$ cat src/rtl/pxf_ram.sv
`timescale 1ns / 1ps

module pxf_ram #(
   parameter int WIDTH = 8,
   parameter int DEPTH = 256
) (
   input  logic                     clock,
   input  logic                     wr_en,
   input  logic [$clog2(DEPTH)-1:0] wr_addr,
   input  logic [WIDTH-1:0]         wr_data,
   input  logic                     rd_en,
   input  logic [$clog2(DEPTH)-1:0] rd_addr,
   output logic [WIDTH-1:0]         rd_data
);

   logic [WIDTH-1:0] mem_ff [DEPTH];
   logic [WIDTH-1:0] rd_data_ff;

   always_ff @(posedge clock) begin
      if (wr_en) begin
         mem_ff[wr_addr] <= wr_data;
      end
      if (rd_en) begin
         rd_data_ff <= mem_ff[rd_addr];
      end
   end

   assign rd_data = rd_data_ff;

endmodule

$ cat config.mk
export PLATFORM = sky130hd
export DESIGN_NAME = pxf_ram
export DESIGN_NICKNAME = d
export VERILOG_FILES = /design/src/rtl/pxf_ram.sv
export SDC_FILE = /design/constraint.sdc
export NUM_CORES = 2
export LEC_CHECK = 0
export BUFFER_PORTS_ARGS = -buffer_cell sky130_fd_sc_hd__buf_2
export CORE_MARGIN = 4
export CORE_UTILIZATION = 40
export DETAILED_ROUTE_END_ITERATION = 10
export PLACE_DENSITY_LB_ADDON = 0.08
export SETUP_SLACK_MARGIN = 0.05
export SLEW_MARGIN = 20
export SYNTH_ARGS = -nofsm -noshare
export SYNTH_HDL_FRONTEND = slang
export SYNTH_SLANG_ARGS = --single-unit
$ cat constraint.sdc
create_clock -name clock -period 3.74 [get_ports clock]
set_clock_uncertainty 0.2 [all_clocks]
set_input_delay 0.748 -clock clock [delete_from_list [all_inputs] [get_ports clock]]
set_output_delay 0.748 -clock clock [all_outputs]
set_load 0.01 [all_outputs]
### Word level (Yosys, flattened, before mapping)

Memory sizes are Yosys's and may differ from the RTL's. A register that Yosys moved wholly into a read port is not among the register bits.
Index checks and enable logic that the tools add are counted.
W data, S select, Z words.

| word-level totals | value |
|---|---|
| register bits after elaboration | 0 |
| latch bits | 0 |
| memory bits (writable) | 2048 |
| ROM bits | 0 |
| bits of input ports | 27 |
| output and inout bits | 8 |
| word-level logic and storage cells | 3 |
| memories | 1 |

| operators by class | value |
|---|---|
| add/sub/neg operators | 0 |
| $mul | 0 |
| divide/modulo/power cells | 0 |
| $lt $le $gt $ge | 0 |
| equal/unequal tests | 0 |
| shift operators | 0 |
| muxes and demuxes | 2 |
| bitwise logic cells | 0 |
| reduce and logical (&&, ||, !) cells | 0 |

Memories:

| name | words | width | rd ports | clocked after Yosys merged registers in | write ports | line | source |
|---|---|---|---|---|---|---|---|
| mem_ff | 256 | 8 | 1 | 1 | 1 | 16 | `logic [WIDTH-1:0] mem_ff [DEPTH];` |

Operators with widths:

| operator | number |
|---|---|
| $mux W1 | 2 |

### Depth between registers and ports, before layout

| logic depth | value |
|---|---|
| depth after elaboration | 2 |
| depth in mapped cells | 11 |
| mapped depth without buffers | 6 |

### Worst setup path after synthesis

Ideal clock, no wire load.

| timing | value |
|---|---|
| path kind | input -> register |
| start | in rd_addr[0] |
| end | reg rd_data_ff[2], in the netlist rd_data[2] (read register of mem_ff), data pin |
| library setup time | 0.269 ns |
| data arrival time | 2.555 ns |
| required time | 3.271 ns |
| slack | 0.716 ns |
| stages | 9 |
| cells stage by stage | buf_6 buf_12 buf_8 buf_2 mux4_2 a22oi_1 a21oi_1 nor4_1 nor4_2 |

RTL lines:

| what | line | source |
|---|---|---|
| start, declared | 12 | `input logic [$clog2(DEPTH)-1:0] rd_addr,` |
| end, declared | 17 | `logic [WIDTH-1:0] rd_data_ff;` |

==> impl_metrics.tcl <==
set metrics [dict create \
    status "completed" \
    drv_slew 0 \
    ctsHoldBuffers 0 \
    gr-max-usage-layer "met2" \
    fin_nets 4351 \
    crit_path_end "rd_data[0]$_DFFE_PP_" \
    dp.cells 6748 \
    fmax_mhz 292 \
    gp_congestion 0.798 \
    core_area_mm2 0.198 \
    grt_pass1_wl_um 311000 \
    insertion_delay_ns 0.86 \
    syn-cell-area_mm2 0.0796 \
    critPathLaunchType "input pin" \
    cts_root_buffer "clkbuf_16" \
    rr_startpoint "mem_ff[130][0]$_DFFE_PP_" \
    grtUsageTotal_pct 21.4 \
    firstDrtPassIters 5 \
    fin_cells 7149 \
    crit_arrival_ns 3.84 \
    synth_top_flop_cell "edfxtp_1" \
    die_w_um 454 \
    vias_per_cell 5.55 \
    grt-ovfl-total 0 \
    hold_ws_ns 0.126 \
    synth.largest_area_cell "edfxtp_1" \
    pre_cts_slack_ns -0.561 \
    vias 39700 \
    irDropWorstVdd_uv 418 \
    met3_usage_pct 4.40 \
    cts_tree "done" \
    crit_fanout 34 \
    async_flop_share_pct 0 \
    synth_area_leaders "edfxtp_1 78%, mux4_2 13%, mux2i_1 1.7%" \
    syn_inst 3733 \
    cp-startpoint "rd_addr[0]" \
    cts_buffers 214 \
    max-cap-violations 0 \
    antenna_found_initial 14 \
    hold_violations 0 \
    die_area_mm2 0.206 \
    clkSlewWorstSetupHoldPaths_ns 0.06 \
    port_buffers 34 \
    grt_max_degree 104 \
    p_leak_nw 29.8 \
    n_fill_cell 16500 \
    cts_buffer_depth 3 \
    ys.warnings.count 0 \
    yosysMostFrequentCell "edfxtp_1" \
    grt_util_met2_pct 34.0 \
    ioPinCount 35 \
    fp.dieH_um 454 \
    ys_seq_elements 2056 \
    drc_errors 0 \
    total_power_mw 48.2 \
    worstMarginPinSlew_ns 1.10 \
    finalSetupViolCount 0 \
    cts.sinks 2056 \
    min_period_ns 3.42 \
    htree_num_levels 4 \
    avgSynthCellArea_um2 21.3 \
    rsz0062_at_grt "false" \
    synth.distinct_cells 54 \
    hp-class "input pin to register" \
    max-slew-margin-rel_pct 26.4 \
    drt_wl_total_um 220000 \
    synth_seq_area_share_pct 77.5 \
    wl_per_cell_um 30.8 \
    setup_tns_ns 0 \
    p_per_area_mw_per_mm2 516 \
    start_util_pct 40.3 \
    required_ns 4.16 \
    synth_nets 3760 \
    drive_gt1_share_pct 30.5 \
    area_growth_pct 17.3 \
    synth_edf_count 2056 \
    fin_crit_sh_pct 91.5 \
    first_global_vias 40900 \
    hp-start "wr_data[5]" \
    cp-end-kind "register" \
    dp_hpwl_um 141000 \
    worstReg2RegEnd "rd_data[0]$_DFFE_PP_" \
    regToRegSetupSlack_ns 0.56 \
    crit_type "input pin to register" \
    setup_ws_ns 0.319 \
    rr_worst_depth 7 \
    drtIter0Drc 4119 \
    netlist_top_cells_count "2056 x edfxtp_1, 454 x mux4_2, 282 x nor2_1" \
    row_count 163 \
    post_cts_buffers 0 \
    met1_usage_pct 30.3 \
    yosysTopAreaCellShare_pct 77.5 \
    ant_nets 0 \
    postCtsResizedCells 0 \
]
## layout make-up
cell class                      instances  area, um2  area share, %
Sequential cell                      2056      61700           66.1
Timing Repair Buffer                  608       5210           5.58
Tap cell                             2640       3300           3.54
Antenna cell                            9       22.5         0.0241
Clock buffer                          270       5610           6.00
Multi-Input combinational cell       1442      16600           17.7
Inverter                                2       7.51        0.00804
Clock inverter                        122        953           1.02
## how the worst min path moves through the flow
| stage | end | cells past startpoint |
|---|---|---|
| 6_report | mem_ff[72][5]$_DFFE_PP_ | 1 |
| 5_1_grt | mem_ff[74][3]$_DFFE_PP_ | 1 |
| 4_1_cts | mem_ff[117][3]$_DFFE_PP_ | 1 |
| 3_5_place_dp | mem_ff[74][3]$_DFFE_PP_ | 1 |
| 3_3_place_gp | mem_ff[74][3]$_DFFE_PP_ | 1 |
| 2_1_floorplan | mem_ff[0][0]$_DFFE_PP_ | 0 |
## flip-flops by register name, indices dropped and copies added (netlist names)
signal,flops
rd_data,8
mem_ff,2048
## metrics by stage
step | cell area (um2) | utilization (%)
3_3_place_gp | 86800 | 43.9
6_report | 93400 | 47.3
4_1_cts | 93400 | 47.3
3_5_place_dp | 86800 | 43.9
5_1_grt | 93400 | 47.3
2_1_floorplan | 79600 | -
## worst max-delay path, cell delays in order
cell and delay [ns]:
buf_8 0.20, buf_12 0.32, buf_4 0.30, mux4_2 0.56
a22oi_1 0.21, a21oi_1 0.09, buf_4 0.17, nor3_1 0.87
buf_4 0.25, nor4_2 0.04
## cells by family after synthesis
group	Yosys count	share of synthesized area, %
DFF	2056	77.5
buffers and inverters	235	1.83
muxes	591	14.6
AOI/OAI and AO/OA	385	3.42
and+or+nand+nor	466	2.63
## cells in the final DEF, fill, tap and decap left out, types with 4 or more instances in the layout
cell / instances
a211oi_1: 16
a21oi_1: 96
a221oi_1: 13
a22o_1: 8
a22oi_1: 133
and2_1: 5
buf_12: 50
buf_2: 22
buf_4: 526
buf_8: 10
bufinv_16: 10
clkbuf_1: 54
clkbuf_16: 216
clkinv_1: 61
clkinv_2: 32
clkinvlp_4: 7
diode_2: 9
edfxtp_1: 2056
inv_6: 6
mux2i_1: 134
mux4_2: 454
nand2_1: 33
nand2b_1: 8
nand3_1: 25
nand3_2: 9
nand4_1: 10
nor2_1: 279
nor2b_1: 28
nor3_1: 21
nor4_1: 21
nor4_2: 6
o211ai_1: 10
o21ai_0: 10
o221ai_1: 46
o22a_1: 5
o22ai_1: 28
o32ai_1: 4
or2_2: 4
## where the power goes
group,internal (mW),switching (mW)
Combinational,0.972,1.64
Clock,11.3,8.86
Sequential,25.4,0.0357
## layer usage
| layer | share of wire [%] | wire length (um) | vias to the layer above |
|---|---|---|---|
| li1 | - | - | 16900 |
| met1 | 44 | 95900 | 21300 |
| met2 | 48 | 106000 | 1190 |
| met3 | 6.2 | 13600 | 269 |
| met4 | 2.3 | 5070 | 4 |
| met5 | 0.013 | 29 | - |
Note: power is estimated with default switching activity, not from simulation.
