`config.mk`:
```
export PLATFORM = sky130hd
export DESIGN_NAME = pxf_blend
export DESIGN_NICKNAME = d
export VERILOG_FILES = /design/src/rtl/pxf_pkg.sv /design/src/rtl/pxf_blend.sv
export SDC_FILE = /design/constraint.sdc
export NUM_CORES = 1
export LEC_CHECK = 0
export BUFFER_PORTS_ARGS = -buffer_cell sky130_fd_sc_hd__buf_2
export CORE_UTILIZATION = 40
export DETAILED_ROUTE_END_ITERATION = 12
export SLEW_MARGIN = 20
export SYNTH_ARGS = -nofsm -noshare
export SYNTH_HDL_FRONTEND = slang
export SYNTH_SLANG_ARGS = --single-unit
```
`constraint.sdc`:
```
create_clock -name vclk -period 11.6
set_input_delay 1.74 -clock vclk [all_inputs]
set_output_delay 1.74 -clock vclk [all_outputs]
set_load 0.02 [all_outputs]
```
`src/rtl/pxf_pkg.sv`:
```
`timescale 1ns / 1ps

package pxf_pkg;

   // Position limits
   localparam int MAX_WIDTH   = 4096;
   localparam int COL_W       = 12;            // column position / block column
   localparam int ROW_W       = 12;            // band count
   localparam int BAND_ROW_W  = 4;             // row inside a band
   localparam int WIDTH_W     = 13;            // image_width register
   localparam int LG_W        = 3;             // block_side_log2 register
   localparam logic [LG_W-1:0] MAX_LG = 3'd4;
   localparam int ADDR_W      = $clog2(MAX_WIDTH);

   // Filter modes
   localparam int MODE_W = 2;
   localparam logic [MODE_W-1:0] MODE_AVG    = 2'd0;
   localparam logic [MODE_W-1:0] MODE_DARK   = 2'd1;
   localparam logic [MODE_W-1:0] MODE_BRIGHT = 2'd2;
   localparam logic [MODE_W-1:0] MODE_SPARE  = 2'd3;

   // Luminance: floor((299R + 587G + 114B) / 1000)
   // weighted sum is below 2^18; divide by 1000 as (x * 134218) >> 27, exact for x <= 255000
   localparam int WSUM_W = 18;
   localparam logic [WSUM_W-1:0] LUMA_R_WT = 18'd299;
   localparam logic [WSUM_W-1:0] LUMA_G_WT = 18'd587;
   localparam logic [WSUM_W-1:0] LUMA_B_WT = 18'd114;
   localparam int LUMA_PROD_W = 2 * WSUM_W;
   localparam logic [WSUM_W-1:0] LUMA_RECIP = 18'd134218;
   localparam int LUMA_SHIFT = 27;

   localparam int CH_W  = 8;
   localparam int SUM_W = 16;

   typedef struct packed {
      logic [CH_W-1:0] red;
      logic [CH_W-1:0] green;
      logic [CH_W-1:0] blue;
   } color_type;

   // One per-block-column entry of the band store
   typedef struct packed {
      logic [SUM_W-1:0] red_sum;
      logic [SUM_W-1:0] green_sum;
      logic [SUM_W-1:0] blue_sum;
      logic [CH_W-1:0]  best_luma;
      color_type        best_color;
   } entry_type;

   localparam int ENTRY_W = $bits(entry_type);

   // Where the current pixel sits
   typedef struct packed {
      logic [COL_W-1:0] column;   // block column
      logic [ROW_W-1:0] row;      // block row (band count)
      logic             first;    // first pixel of its block
      logic             last;     // last pixel of its block
   } pos_type;

   // Pixel held between the input register and the result register
   typedef struct packed {
      pos_type           pos;
      logic [MODE_W-1:0] mode;
      logic [LG_W-1:0]   lg;
      color_type         color;
      logic [WSUM_W-1:0] wsum;
   } stage_type;

endpackage

```
`src/rtl/pxf_blend.sv`:
```
`timescale 1ns / 1ps

module pxf_blend (
   input  pxf_pkg::stage_type stage,
   input  pxf_pkg::entry_type old_entry,
   output pxf_pkg::entry_type new_entry,
   output pxf_pkg::color_type block_color
);

   import pxf_pkg::*;

   logic [LUMA_PROD_W-1:0] luma_prod;
   logic [CH_W-1:0]        luma;
   entry_type              base;
   logic [3:0]             avg_shift;

   always_comb begin
      luma_prod = LUMA_PROD_W'(stage.wsum) * LUMA_PROD_W'(LUMA_RECIP);
      luma      = luma_prod[LUMA_SHIFT +: CH_W];

      // starting point: stored entry, or a fresh block
      base = old_entry;
      if (stage.pos.first) begin
         base.red_sum   = '0;
         base.green_sum = '0;
         base.blue_sum  = '0;
         if (stage.mode == MODE_DARK) begin
            base.best_luma  = luma;
            base.best_color = stage.color;
         end else begin
            base.best_luma  = '0;
            base.best_color = '0;
         end
      end

      new_entry = base;
      case (stage.mode)
         MODE_DARK: begin
            if (luma < base.best_luma) begin
               new_entry.best_luma  = luma;
               new_entry.best_color = stage.color;
            end
         end
         MODE_BRIGHT: begin
            if (luma > base.best_luma) begin
               new_entry.best_luma  = luma;
               new_entry.best_color = stage.color;
            end
         end
         default: begin
            new_entry.red_sum   = base.red_sum + SUM_W'(stage.color.red);
            new_entry.green_sum = base.green_sum + SUM_W'(stage.color.green);
            new_entry.blue_sum  = base.blue_sum + SUM_W'(stage.color.blue);
         end
      endcase

      avg_shift = {stage.lg[2:0], 1'b0};
      if (stage.mode == MODE_DARK || stage.mode == MODE_BRIGHT) begin
         block_color = new_entry.best_color;
      end else begin
         block_color.red   = CH_W'(new_entry.red_sum >> avg_shift);
         block_color.green = CH_W'(new_entry.green_sum >> avg_shift);
         block_color.blue  = CH_W'(new_entry.blue_sum >> avg_shift);
      end
   end

endmodule

```
# Word-level counts from Yosys, hierarchy flattened
# Cells that the tools add are included.
# totals
register_bits,0
word_cells,20
input_bits,153
out_inout_bits,104
# classes
n_eq_ne,2
add_sub_neg,3
mux,7
reduce_logical,2
n_lt_le_gt_ge,2
shift,3
multipliers,1
# ops
op,count
$mux 32,3
$mux 80,1
$pmux 32 s2,1
$add 16x8->16,3
$mux 48,1
$shr 16x4->8,3
$mul 18x17->34 const B,1
$mux 24,1
$gt 8x8->1,1
$lt 8x8->1,1
$eq 2x1->1 const B,1
$eq 2x2->1 const B,1
$reduce_or 2->1,1
$logic_or 1x1->1,1

# Logic depth before layout (Yosys ltp)
# depth
ltp_word,7
ltp_mapped,31
ltp_nobuf,29

# Least setup slack after synthesis
# OpenSTA, ideal clock, no wires.
# synth_timing
path_type,input to output
startpoint,input port stage[6] in the netlist's numbering
endpoint,output port new_entry[3] in the netlist's numbering
n_path_buf,2
path_slack_ns,1.642
t_arrival_ns,8.218
cell_stages,31
required_time_ns,9.860
path_cell_list,ha_1 > ha_1 > inv_1 > fa_1 > fa_1 > inv_1 > fa_1 > inv_1 > fa_1 > inv_1 > ha_1 > and4_4 > and2_4 > and2_2 > o311ai_1 > a21oi_2 > o21ai_0 > nor2b_1 > xnor2_1 > a22oi_1 > ha_1 > o21ai_0 > nor2_1 > nand3_1 > a21oi_1 > o21bai_4 > a2111o_2 > o211ai_2 > buf_6 > buf_6 > a22o_1
# synth_lines
item,line,source
start: declaration,pxf_blend.sv:4,"input pxf_pkg::stage_type stage,"
end: declaration,pxf_blend.sv:6,"output pxf_pkg::entry_type new_entry,"

==> results.sh <==
export IMPL_drv_slew=0
export IMPL_n_sequential_cell=0
export IMPL_area_growth_pct=15.85
export IMPL_first_pass_iters=4
export IMPL_p_int_w=0.0004197
export IMPL_ys_top_cells_by_area="ha_1 25%, fa_1 11%, inv_1 6.8%, nor2b_1 4.2%, a21oi_1 3.6%"
export IMPL_synth_nets=1499
export IMPL_slowest_stage="fa_1"
export IMPL_port_buffers=232
export IMPL_seq_area_frac_synth=0
export IMPL_yosys_area_share_simple=0.1774
export IMPL_worstPathRequired_ns=9.86
export IMPL_slew_headroom=0.5119
export IMPL_wl_per_cell_um=18.50
export IMPL_core_um2=21020
export IMPL_die_w_um=148.3
export IMPL_rsz0062_at_grt="no"
export IMPL_ios=257
export IMPL_switching_share=0.6022
export IMPL_yosysMostFrequentCell="ha_1"
export IMPL_pwr_share_comb=1.000
export IMPL_drc=0
export IMPL_crit_arrival_ns=9.27
export IMPL_total_leakage_power_nw=5.267
export IMPL_synth_top_family_by_area="adder cells"
export IMPL_yosys_area_top_type_share=0.2544
export IMPL_vias_per_cell=5.681
export IMPL_rows=53
export IMPL_place_area_um2=9906
export IMPL_synth_compound_area_frac=0.2565
export IMPL_cts_setup_buffers=0
export IMPL_final_hold_viol_count=0
export IMPL_grt_pass1_wl_mm=45.84
export IMPL_endpoint_kind="output port"
export IMPL_critical_path_startpoint="stage[6]"
export IMPL_synthMuxAreaShare=0.06273
export IMPL_postCtsHoldBufs=0
export IMPL_synth_adder_area_share=0.3691
export IMPL_die_y_um=148.3
export IMPL_vdd_drop_max_v=0.00006784
export IMPL_startpoint_type="primary input"
export IMPL_min_period_over_period=0.9493
export IMPL_num_vias=9021
export IMPL_layout_nets=1688
export IMPL_crit_type="in -> out"
export IMPL_power_switching_w=0.0006352
export IMPL_detailedRoute_firstIterationViolations=590
export IMPL_drive_above_1_share=0.2260
export IMPL_min_period_ns=11.01
export IMPL_max_stage_delay_ns=0.53
export IMPL_antenna_left=0
export IMPL_die_area_um2=21980
export IMPL_setup_tns_ns=0
export IMPL_max_freq_mhz=90.81
export IMPL_yosys_warnings=0
export IMPL_grt_max_degree=45
export IMPL_grt_pass1_vias=8293
export IMPL_outcome="finished, final reports clean"
export IMPL_maxCapViolCount=0
export IMPL_synth_largest_area_cell="ha_1"
export IMPL_worstMarginPinSlew_ns=0.7322
export IMPL_crit_fanout=24
export IMPL_synth_xor_area_frac=0.03787
export IMPL_antenna_found_initial=5
export IMPL_power_density_nw_per_um2=106.4
export IMPL_finalPower_w=0.001055
export IMPL_min_path_type="in -> out"
export IMPL_hp_start="stage[26]"
export IMPL_seqPwrFrac=0
export IMPL_cts_repair_resized=0
export IMPL_syn_area_um2=8557
export IMPL_setup_viol=0
export IMPL_p_clk_frac=0
export IMPL_avgSynthCellArea_um2=7.620
export IMPL_dp_hpwl_mm=24.64
export IMPL_gp_congestion=0.9636
export IMPL_start_util=0.4071
export IMPL_ys_types=82
export IMPL_gr_usage_all_layers=0.2611
export IMPL_nFillCells=2208
export IMPL_fin_area_um2=9913
export IMPL_syn_inst=1123
export IMPL_drt_wl_total_mm=29.37
export IMPL_clock_buffers=0
export IMPL_grt_ovfl_total=0
export IMPL_seq_area_um2=0
export IMPL_endpoint="new_entry[7]"
export IMPL_synth_common_cells="174 x ha_1, 155 x inv_1, 81 x nor2_1, 68 x nand2_1, 61 x a21oi_1"
[through the flow]
step	hold WS (ns)	setup slack, ns	instances	util
2_1_floorplan	3.658	1.642	1123	-
3_5_place_dp	3.854	0.6176	1585	0.4712
3_3_place_gp	3.850	0.6480	1585	0.4712
5_1_grt	3.872	0.04294	1587	0.4715
6_report	3.856	0.5886	1588	0.4716
4_1_cts	3.855	0.5944	1585	0.4712
[area by class of cell]
cell class / instances / area (um2) / area share
antenna: 3 / 7.507 / 0.0007573
tap: 275 / 344.1 / 0.03471
multi-input combinational: 912 / 7731 / 0.7799
timing repair buffer: 241 / 1241 / 0.1252
inverter: 157 / 589.3 / 0.05945
[kinds of logic (layout without fill, tap and decap cells)]
| group | count (synthesis) | in the layout |
|---|---|---|
| compound gates | 300 | 300 |
| mux | 46 | 46 |
| simple gates | 306 | 306 |
| other cells | 0 | 3 |
| buf+inv | 211 | 398 |
| xor+xnor | 37 | 37 |
| fa+ha+maj | 223 | 223 |
[critical path, delay by kind of cell]
family	cells	cell delay, ns
and+or+nand+nor	3	0.40
xor gates and xnor gates	1	0.30
adders and majority gates	8	3.13
buffers and inverters	7	0.93
AOI/OAI and AO/OA	13	2.74
[power groups by stage]
stage                 clock, W  sequential (W)  combinational (W)
4_1_cts                      0               0            0.00106
5_1_grt        0.0000000000231               0            0.00119
3_3_place_gp                 0               0            0.00104
2_1_floorplan                0               0           0.000772
6_report       0.0000000000346               0            0.00105
3_5_place_dp                 0               0            0.00105
[cell usage in the layout (no fill, tap or decap), drive strengths merged, types with 4 or more instances in the layout]
master / count
a221o: 22
o21ai: 54
a21boi: 7
o211a: 5
xnor2: 29
and3: 10
a21o: 22
nand4: 8
o21a: 5
a2bb2oi: 4
o311ai: 4
nor3: 22
and2: 14
mux2i: 21
o22ai: 7
xor2: 8
a31oi: 12
mux2: 21
buf: 241
mux4: 4
a21oi: 63
ha: 174
nand3: 21
nor2b: 57
fa: 49
nor2: 81
a22oi: 7
a32o: 4
nand2: 68
or2: 5
or3: 7
inv: 155
a22o: 33
a211oi: 16
[worst min-delay path by stage]
| stage | end | slack [ns] | depth (start not counted) |
|---|---|---|---|
| final | new_entry[8] | 3.86 | 3 |
| after global routing | new_entry[8] | 3.87 | 3 |
| after CTS | new_entry[8] | 3.85 | 3 |
| after detailed placement | new_entry[8] | 3.85 | 3 |
| after global placement | new_entry[8] | 3.85 | 3 |
| after floorplan | block_color[13] | 3.66 | 1 |
[layer usage]
layer / GRT usage / part of all wire / vias to the layer above
met4: 0.05670 / 0.024 / 2
met5: 0 / 0.00034 / -
li1: - / - / 4386
met2: 0.4448 / 0.46 / 307
met1: 0.3589 / 0.45 / 4291
met3: 0.01902 / 0.058 / 35
Note: power is estimated with default switching activity, not from simulation.
