## config.mk

```make
export PLATFORM = sky130hd
export DESIGN_NAME = pxf_track
export DESIGN_NICKNAME = d
export VERILOG_FILES = /design/src/rtl/pxf_pkg.sv /design/src/rtl/pxf_track.sv
export SDC_FILE = /design/constraint.sdc
export NUM_CORES = 1
export LEC_CHECK = 0
export ABC_AREA = 1
export BUFFER_PORTS_ARGS = -buffer_cell sky130_fd_sc_hd__buf_2
export CORE_ASPECT_RATIO = 0.75
export CORE_UTILIZATION = 45
export DETAILED_ROUTE_END_ITERATION = 10
export HOLD_SLACK_MARGIN = 0.03
export PLACE_DENSITY = 0.65
export SLEW_MARGIN = 10
export SYNTH_ARGS = -nofsm -noshare
export SYNTH_HDL_FRONTEND = slang
export SYNTH_SLANG_ARGS = --single-unit
export TNS_END_PERCENT = 30
```

## constraint.sdc

```tcl
create_clock -name clock -period 2.7 [get_ports clock]
set_input_delay 0 -clock clock [delete_from_list [all_inputs] [get_ports clock]]
set_output_delay 0 -clock clock [all_outputs]
set_load 0.01 [all_outputs]
```

## src/rtl/pxf_pkg.sv

```systemverilog
`timescale 1ns / 1ps

package pxf_pkg;

   // Position limits
   localparam int MAX_WIDTH   = 4096;
   localparam int COL_W       = 12;            // column position / block column
   localparam int ROW_W       = 12;            // band count
   localparam int BAND_ROW_W  = 4;             // row inside a band
   localparam int WIDTH_W     = 13;            // image_width register
   localparam int LG_W        = 3;             // block_side_log2 register
   localparam logic [LG_W-1:0] MAX_LG = 3'd4;
   localparam int ADDR_W      = $clog2(MAX_WIDTH);

   // Filter modes
   localparam int MODE_W = 2;
   localparam logic [MODE_W-1:0] MODE_AVG    = 2'd0;
   localparam logic [MODE_W-1:0] MODE_DARK   = 2'd1;
   localparam logic [MODE_W-1:0] MODE_BRIGHT = 2'd2;
   localparam logic [MODE_W-1:0] MODE_SPARE  = 2'd3;

   // Luminance: floor((299R + 587G + 114B) / 1000)
   // weighted sum is below 2^18; divide by 1000 as (x * 134218) >> 27, exact for x <= 255000
   localparam int WSUM_W = 18;
   localparam logic [WSUM_W-1:0] LUMA_R_WT = 18'd299;
   localparam logic [WSUM_W-1:0] LUMA_G_WT = 18'd587;
   localparam logic [WSUM_W-1:0] LUMA_B_WT = 18'd114;
   localparam int LUMA_PROD_W = 2 * WSUM_W;
   localparam logic [WSUM_W-1:0] LUMA_RECIP = 18'd134218;
   localparam int LUMA_SHIFT = 27;

   localparam int CH_W  = 8;
   localparam int SUM_W = 16;

   typedef struct packed {
      logic [CH_W-1:0] red;
      logic [CH_W-1:0] green;
      logic [CH_W-1:0] blue;
   } color_type;

   // One per-block-column entry of the band store
   typedef struct packed {
      logic [SUM_W-1:0] red_sum;
      logic [SUM_W-1:0] green_sum;
      logic [SUM_W-1:0] blue_sum;
      logic [CH_W-1:0]  best_luma;
      color_type        best_color;
   } entry_type;

   localparam int ENTRY_W = $bits(entry_type);

   // Where the current pixel sits
   typedef struct packed {
      logic [COL_W-1:0] column;   // block column
      logic [ROW_W-1:0] row;      // block row (band count)
      logic             first;    // first pixel of its block
      logic             last;     // last pixel of its block
   } pos_type;

   // Pixel held between the input register and the result register
   typedef struct packed {
      pos_type           pos;
      logic [MODE_W-1:0] mode;
      logic [LG_W-1:0]   lg;
      color_type         color;
      logic [WSUM_W-1:0] wsum;
   } stage_type;

endpackage

```

## src/rtl/pxf_track.sv

```systemverilog
`timescale 1ns / 1ps

module pxf_track (
   input  logic                       clock,
   input  logic                       reset,
   input  logic                       advance,
   input  logic                       frame_start,
   input  logic [pxf_pkg::LG_W-1:0]   lg,
   input  logic [pxf_pkg::WIDTH_W-1:0] image_width,
   output pxf_pkg::pos_type           pos
);

   import pxf_pkg::*;

   logic [COL_W-1:0]      column_position_ff, column_position_in;
   logic [BAND_ROW_W-1:0] row_in_band_ff, row_in_band_in;
   logic [ROW_W-1:0]      band_count_ff, band_count_in;

   logic [COL_W-1:0]      cur_col;
   logic [BAND_ROW_W-1:0] cur_row;
   logic [ROW_W-1:0]      cur_band;
   logic [BAND_ROW_W-1:0] side_mask;
   logic [COL_W-1:0]      side_mask_col;
   logic [WIDTH_W-1:0]    width_eff;
   logic                  row_end;

   always_comb begin
      // frame_start clears the counters ahead of this pixel
      cur_col  = frame_start ? '0 : column_position_ff;
      cur_row  = frame_start ? '0 : row_in_band_ff;
      cur_band = frame_start ? '0 : band_count_ff;

      side_mask     = BAND_ROW_W'((5'd1 << lg) - 5'd1);
      side_mask_col = COL_W'(side_mask);

      if (image_width == '0 || image_width > WIDTH_W'(MAX_WIDTH)) begin
         width_eff = WIDTH_W'(MAX_WIDTH);
      end else begin
         width_eff = image_width;
      end

      pos.column = cur_col >> lg;
      pos.row    = cur_band;
      pos.first  = (cur_row == '0) && ((cur_col & side_mask_col) == '0);
      pos.last   = (cur_row == side_mask) && ((cur_col & side_mask_col) == side_mask_col);

      row_end = {1'b0, cur_col} >= (width_eff - WIDTH_W'(1));

      column_position_in = cur_col + COL_W'(1);
      row_in_band_in     = cur_row;
      band_count_in      = cur_band;
      if (row_end) begin
         column_position_in = '0;
         if (cur_row >= side_mask) begin
            row_in_band_in = '0;
            band_count_in  = cur_band + ROW_W'(1);
         end else begin
            row_in_band_in = cur_row + BAND_ROW_W'(1);
         end
      end
   end

   always_ff @(posedge clock) begin
      if (reset) begin
         column_position_ff <= '0;
         row_in_band_ff     <= '0;
         band_count_ff      <= '0;
      end else if (advance) begin
         column_position_ff <= column_position_in;
         row_in_band_ff     <= row_in_band_in;
         band_count_ff      <= band_count_in;
      end
   end

endmodule

```

**Word-level counts from Yosys, hierarchy flattened**

Cells that the tools add are included.

- Flip-flop bits (word level): 28
- Input port bits: 20

- Reduce and logical (&&, ||, !) cells: 6
- Multiplexer cells: 9
- Bitwise operators: 1
- Shift-type cells: 2
- Magnitude comparators: 3
- Equal/unequal tests: 2
- $add $sub $neg: 5

Operators with widths:

| operator | count |
|---|---|
| 12-bit two-way mux | 5 |
| 12-bit by 1-bit adder with 12-bit output, second input constant | 2 |
| 12-bit by 13-bit >= comparator with 1-bit output | 1 |
| 13-bit > comparator, second input constant | 1 |
| 13-bit zero test | 1 |
| 13-bit two-way mux | 1 |
| 13-bit by 1-bit subtractor with 13-bit output, second input constant | 1 |
| 12-bit by 4-bit bitwise AND with 12-bit output | 1 |
| 12-bit by 4-bit == test with 1-bit output | 1 |
| 12-bit zero test | 1 |
| 4-bit two-way mux | 3 |
| 12-bit by 3-bit >> shifter with 12-bit output | 1 |
| 4-bit by 1-bit adder with 4-bit output, second input constant | 1 |
| 4-bit == test | 1 |
| 4-bit >= comparator | 1 |
| 4-bit zero test | 1 |
| 1-bit by 3-bit left shift with 4-bit output, first input constant | 1 |
| 4-bit by 1-bit subtractor with 4-bit output, second input constant | 1 |
| 1-bit logical AND | 2 |
| 1-bit logical OR | 1 |

**Logic depth before layout (Yosys ltp)**

- Word-level depth: 6
- Gate-level depth with buffers: 32
- Depth with buffers taken out: 30

**Worst setup path after synthesis**

Ideal clock, no wire load.

- Path kind: input -> register
- From: input port image_width[1] (netlist name)
- To: register band_count_ff[3]
- Path buffers: 2
- Required time: 2.585 ns
- Arrival: 2.877 ns
- Stages on the path: 29
- Setup slack: -0.292 ns
- Cells stage by stage: or2_4 nor2_4 nand2_2 nand2_4 nand2_2 buf_6 nand2_1 ha_1 nand2_1 nor2_1 nand2_1 xor2_1 ha_1 nand2_1 inv_1 nand4_1 nor2_1 nor2_1 nand2_1 nand2_1 nand2_1 nand2_1 nand2_1 nand3_2 buf_6 nor2_2 nand3_1 nand2_1 nor2_1

- Word-level cells in the longest chain between the ends: 6
- Elaborated cells on any way between the ends: 7
- Those cells by class: 1 x add/sub; 2 x order compare; 2 x mux; 2 x reduce/logical

RTL lines:

| what | line | source |
|---|---|---|
| start, declared | pxf_track.sv:9 | `input logic [pxf_pkg::WIDTH_W-1:0] image_width,` |
| 13-bit > comparator / 13-bit zero test (equally long branches) | pxf_track.sv:36 | `if (image_width == '0 \|\| image_width > WIDTH_W'(MAX_WIDTH)) begin` |
| 1-bit logical OR | pxf_track.sv:36 |  |
| 13-bit two-way mux * | pxf_track.sv:36 |  |
| 13-bit by 1-bit subtractor with 13-bit output * | pxf_track.sv:47 | `row_end = {1'b0, cur_col} >= (width_eff - WIDTH_W'(1));` |
| 12-bit by 13-bit >= comparator with 1-bit output * | pxf_track.sv:47 |  |
| 12-bit two-way mux * | pxf_track.sv:52 | `if (row_end) begin` |
| end signal, assigned | pxf_track.sv:71 | `band_count_ff <= band_count_in;` |
| end, declared | pxf_track.sv:17 | `logic [ROW_W-1:0] band_count_ff, band_count_in;` |

Every way passes the cells marked *; elsewhere a longest branch is shown, timed or not.
A chain may end at the register's enable or synchronous reset.

**Final worst setup path**

- From: input port image_width[1] (netlist name)
- To: register band_count_ff[0]

Same word-level chain as after synthesis.

==> results.yml <==
status:
  run_status: "complete, but fails checks"
  violations: "setup timing"
route:
  post_drt_wl_per_cell_um: 13.0
  drt_iter0_markers: 215
  first_pass_iters: 5
  drc: 0
  met2WireLength_mm: 3.84
  dr.max_layer_used: "met4"
  wl_met1_mm: 4.56
  ant_nets: 0
  vias: 3501
  met3_length_um: 426
  wl_mm: 8.86
  routed_via_density: 5.13
synth:
  synthCells: 507
  synth_edf_count: 0
  yosysTopAreaCellShare: 0.190
  ys_types: 37
  synth_area_leaders: "dfxtp_1 19%, nand2_1 15%, nor2_1 11%"
  ys.flop_type: "dfxtp_1"
  synth_area_um2: 2960
  synth-seq-cells: 28
  mappedNetlistNets: 549
  async_reset_ff_frac: 0
  synth_warnings: 0
  avgSynthCellArea_um2: 5.83
  ys_seq_area_frac: 0.190
  synth_top_area_cell: "dfxtp_1"
setup_path:
  worst-setup-path-type: "in2reg"
  cp-start-kind: "input port"
  arrival_ps: 3030
  reg2reg_slack_ps: 310
  max_stage_delay_ps: 310
  critPathCaptureType: "register"
  crit_top_cell: "nand2_1"
  crit_slowest_cell: "ha_1"
  required_ps: 2880
  crit_fanout: 6
clock_network:
  clk_latency_ps: 280
  numCtsBuffers: 3
  cts.htree.levels: 1
  cts_buffer_depth: 2
  root_buffer: "clkbuf_8"
  cts.sinks: 28
  clkTransAtPathRegs_ps: 100
  cts_tree: "yes"
timing:
  slew_headroom: 0.530
  skew_ps: 9.04
  fin_ws_ps: -153
  fmax_mhz: 350
  fin_crit_sh: 1.06
  drv_slew: 0
  setup_violations: 25
  worstMarginPinSlew_ps: 700
  hold_violations: 0
  grt_setup_unrepaired: "true"
  fin_crit_ps: 2850
global_route:
  grt_max_degree: 29
  grt_usage: 0.263
  grt_pass1_wl_mm: 14.5
  first_global_vias: 3137
  antenna_found_initial: 0
  overflow: 0
power_and_ir_drop:
  power_w: 0.00105
  cellPowerDensity_nw_per_um2: 268
  p_leak_nw: 1.92
  ir_worst_vdd_mv: 0.191
job:
  cap_violations: 0
worst_hold_path:
  hold_class: "in2reg"
place:
  dp_hpwl_mm: 6.94
  dpl_cell_area_um2: 3650
  place_congestion: 0.895
  port_buffers: 45
finish:
  final_util: 0.620
  area_growth_pct: 32.5
  fin_area_um2: 3920
  final_net_count: 644
  antenna_cells: 0
  post_route_cells_drive_above_1_share: 0.260
floorplan:
  dieArea_um2: 6900
  core_area_um2: 6320
  initial_core_util: 0.468
  rows: 25
  ioPinCount: 46
  die_w_um: 95.6
  die_h_um: 72.2
-- per-stage QoR --
stage / worst slack (ps) / instances / hold slack [ps] / setup TNS, ps
final: -153 / 682 / 239 / -1690
after global routing: -331 / 682 / 248 / -6890
after CTS: -63.0 / 680 / 234 / -564
after detailed placement: -568 / 672 / 280 / -12750
after global placement: -388 / 672 / 277 / -8850
after floorplan: -124 / 507 / 172 / -1840
-- critical path, delay by kind of cell --
family	cells	cell delay [ps]
AND/OR/NAND/NOR	22	2030
adder cells (fa/ha/maj)	2	450
buffers and inverters	4	380
XOR/XNOR	1	160
-- synthesized netlist by cell type, types with 7 or more instances --
| library cell | instances |
|---|---|
| nand4_1 | 10 |
| nor3_1 | 7 |
| nand3_1 | 30 |
| dfxtp_1 | 28 |
| o21ai_0 | 28 |
| nor2_1 | 89 |
| nand2_1 | 120 |
| xor2_1 | 10 |
| inv_1 | 75 |
| ha_1 | 22 |
| a21oi_1 | 26 |
| clkbuf_1 | 11 |
-- cell families after synthesis --
group,synth area share
and+or+nand+nor,0.405
buffers and inverters,0.121
AOI/OAI and AO/OA,0.146
DFF,0.190
adders and majority gates,0.0931
xor gates and xnor gates,0.0415
muxes,0.00339
-- routing by layer --
metal	up-vias	GRT usage
met4	0	0.0232
li1	1818	-
met1	1586	0.395
met3	4	0.0335
met5	-	0
met2	93	0.416
-- path summary, 6_finish.rpt --
check,from,endpoint,depth (start not counted)
max,image_width[1],band_count_ff[0],29
min,advance,row_in_band_ff[0],4
max reg2reg,row_in_band_ff[2],band_count_ff[9],13
min reg2reg,row_in_band_ff[2],row_in_band_ff[2],2
-- where the power goes --
part,switching [W],leakage [nW],internal [W]
sequential,0.00000327,0.227,0.000419
clock,0.000141,0.0288,0.000131
combinational,0.000207,1.67,0.000149
-- layout by cell type, fill, tap and decap left out, types with 6 or more instances in the layout --
cell type    n
a21oi_1     24
buf_2       43
buf_4       55
dfxtp_1     28
ha_1        21
inv_1       74
nand2_1    108
nand2_2     11
nand2_4      6
nand3_1     26
nand4_1     10
nor2_1      80
nor2_4      11
nor3_1       7
o21ai_0     27
o22ai_1      6
xor2_1      10
-- flip-flops by register name (all words and copies together), names as in the netlist --
name                cells
row_in_band_ff          4
band_count_ff          12
column_position_ff     12
-- repair_timing --
item / in CTS / in global routing
hold buffers: 1 / 0
gates resized for setup: 20 / 24
hold endpoints to repair: 7 / 0
buffers inserted: 2 / 2
cloned: 1 / 0
endpoints found under the setup margin: 28 / 28
pin swaps: 5 / 19
-- area by class of cell --
class / instances / area, um^2
inverter: 76 / 285
clock buffer: 4 / 55.1
multi-input combinational: 389 / 2220
fill: 605 / 2400
tap: 81 / 101
timing repair buffer: 104 / 694
sequential: 28 / 561
Note: power is estimated with default switching activity, not from simulation.
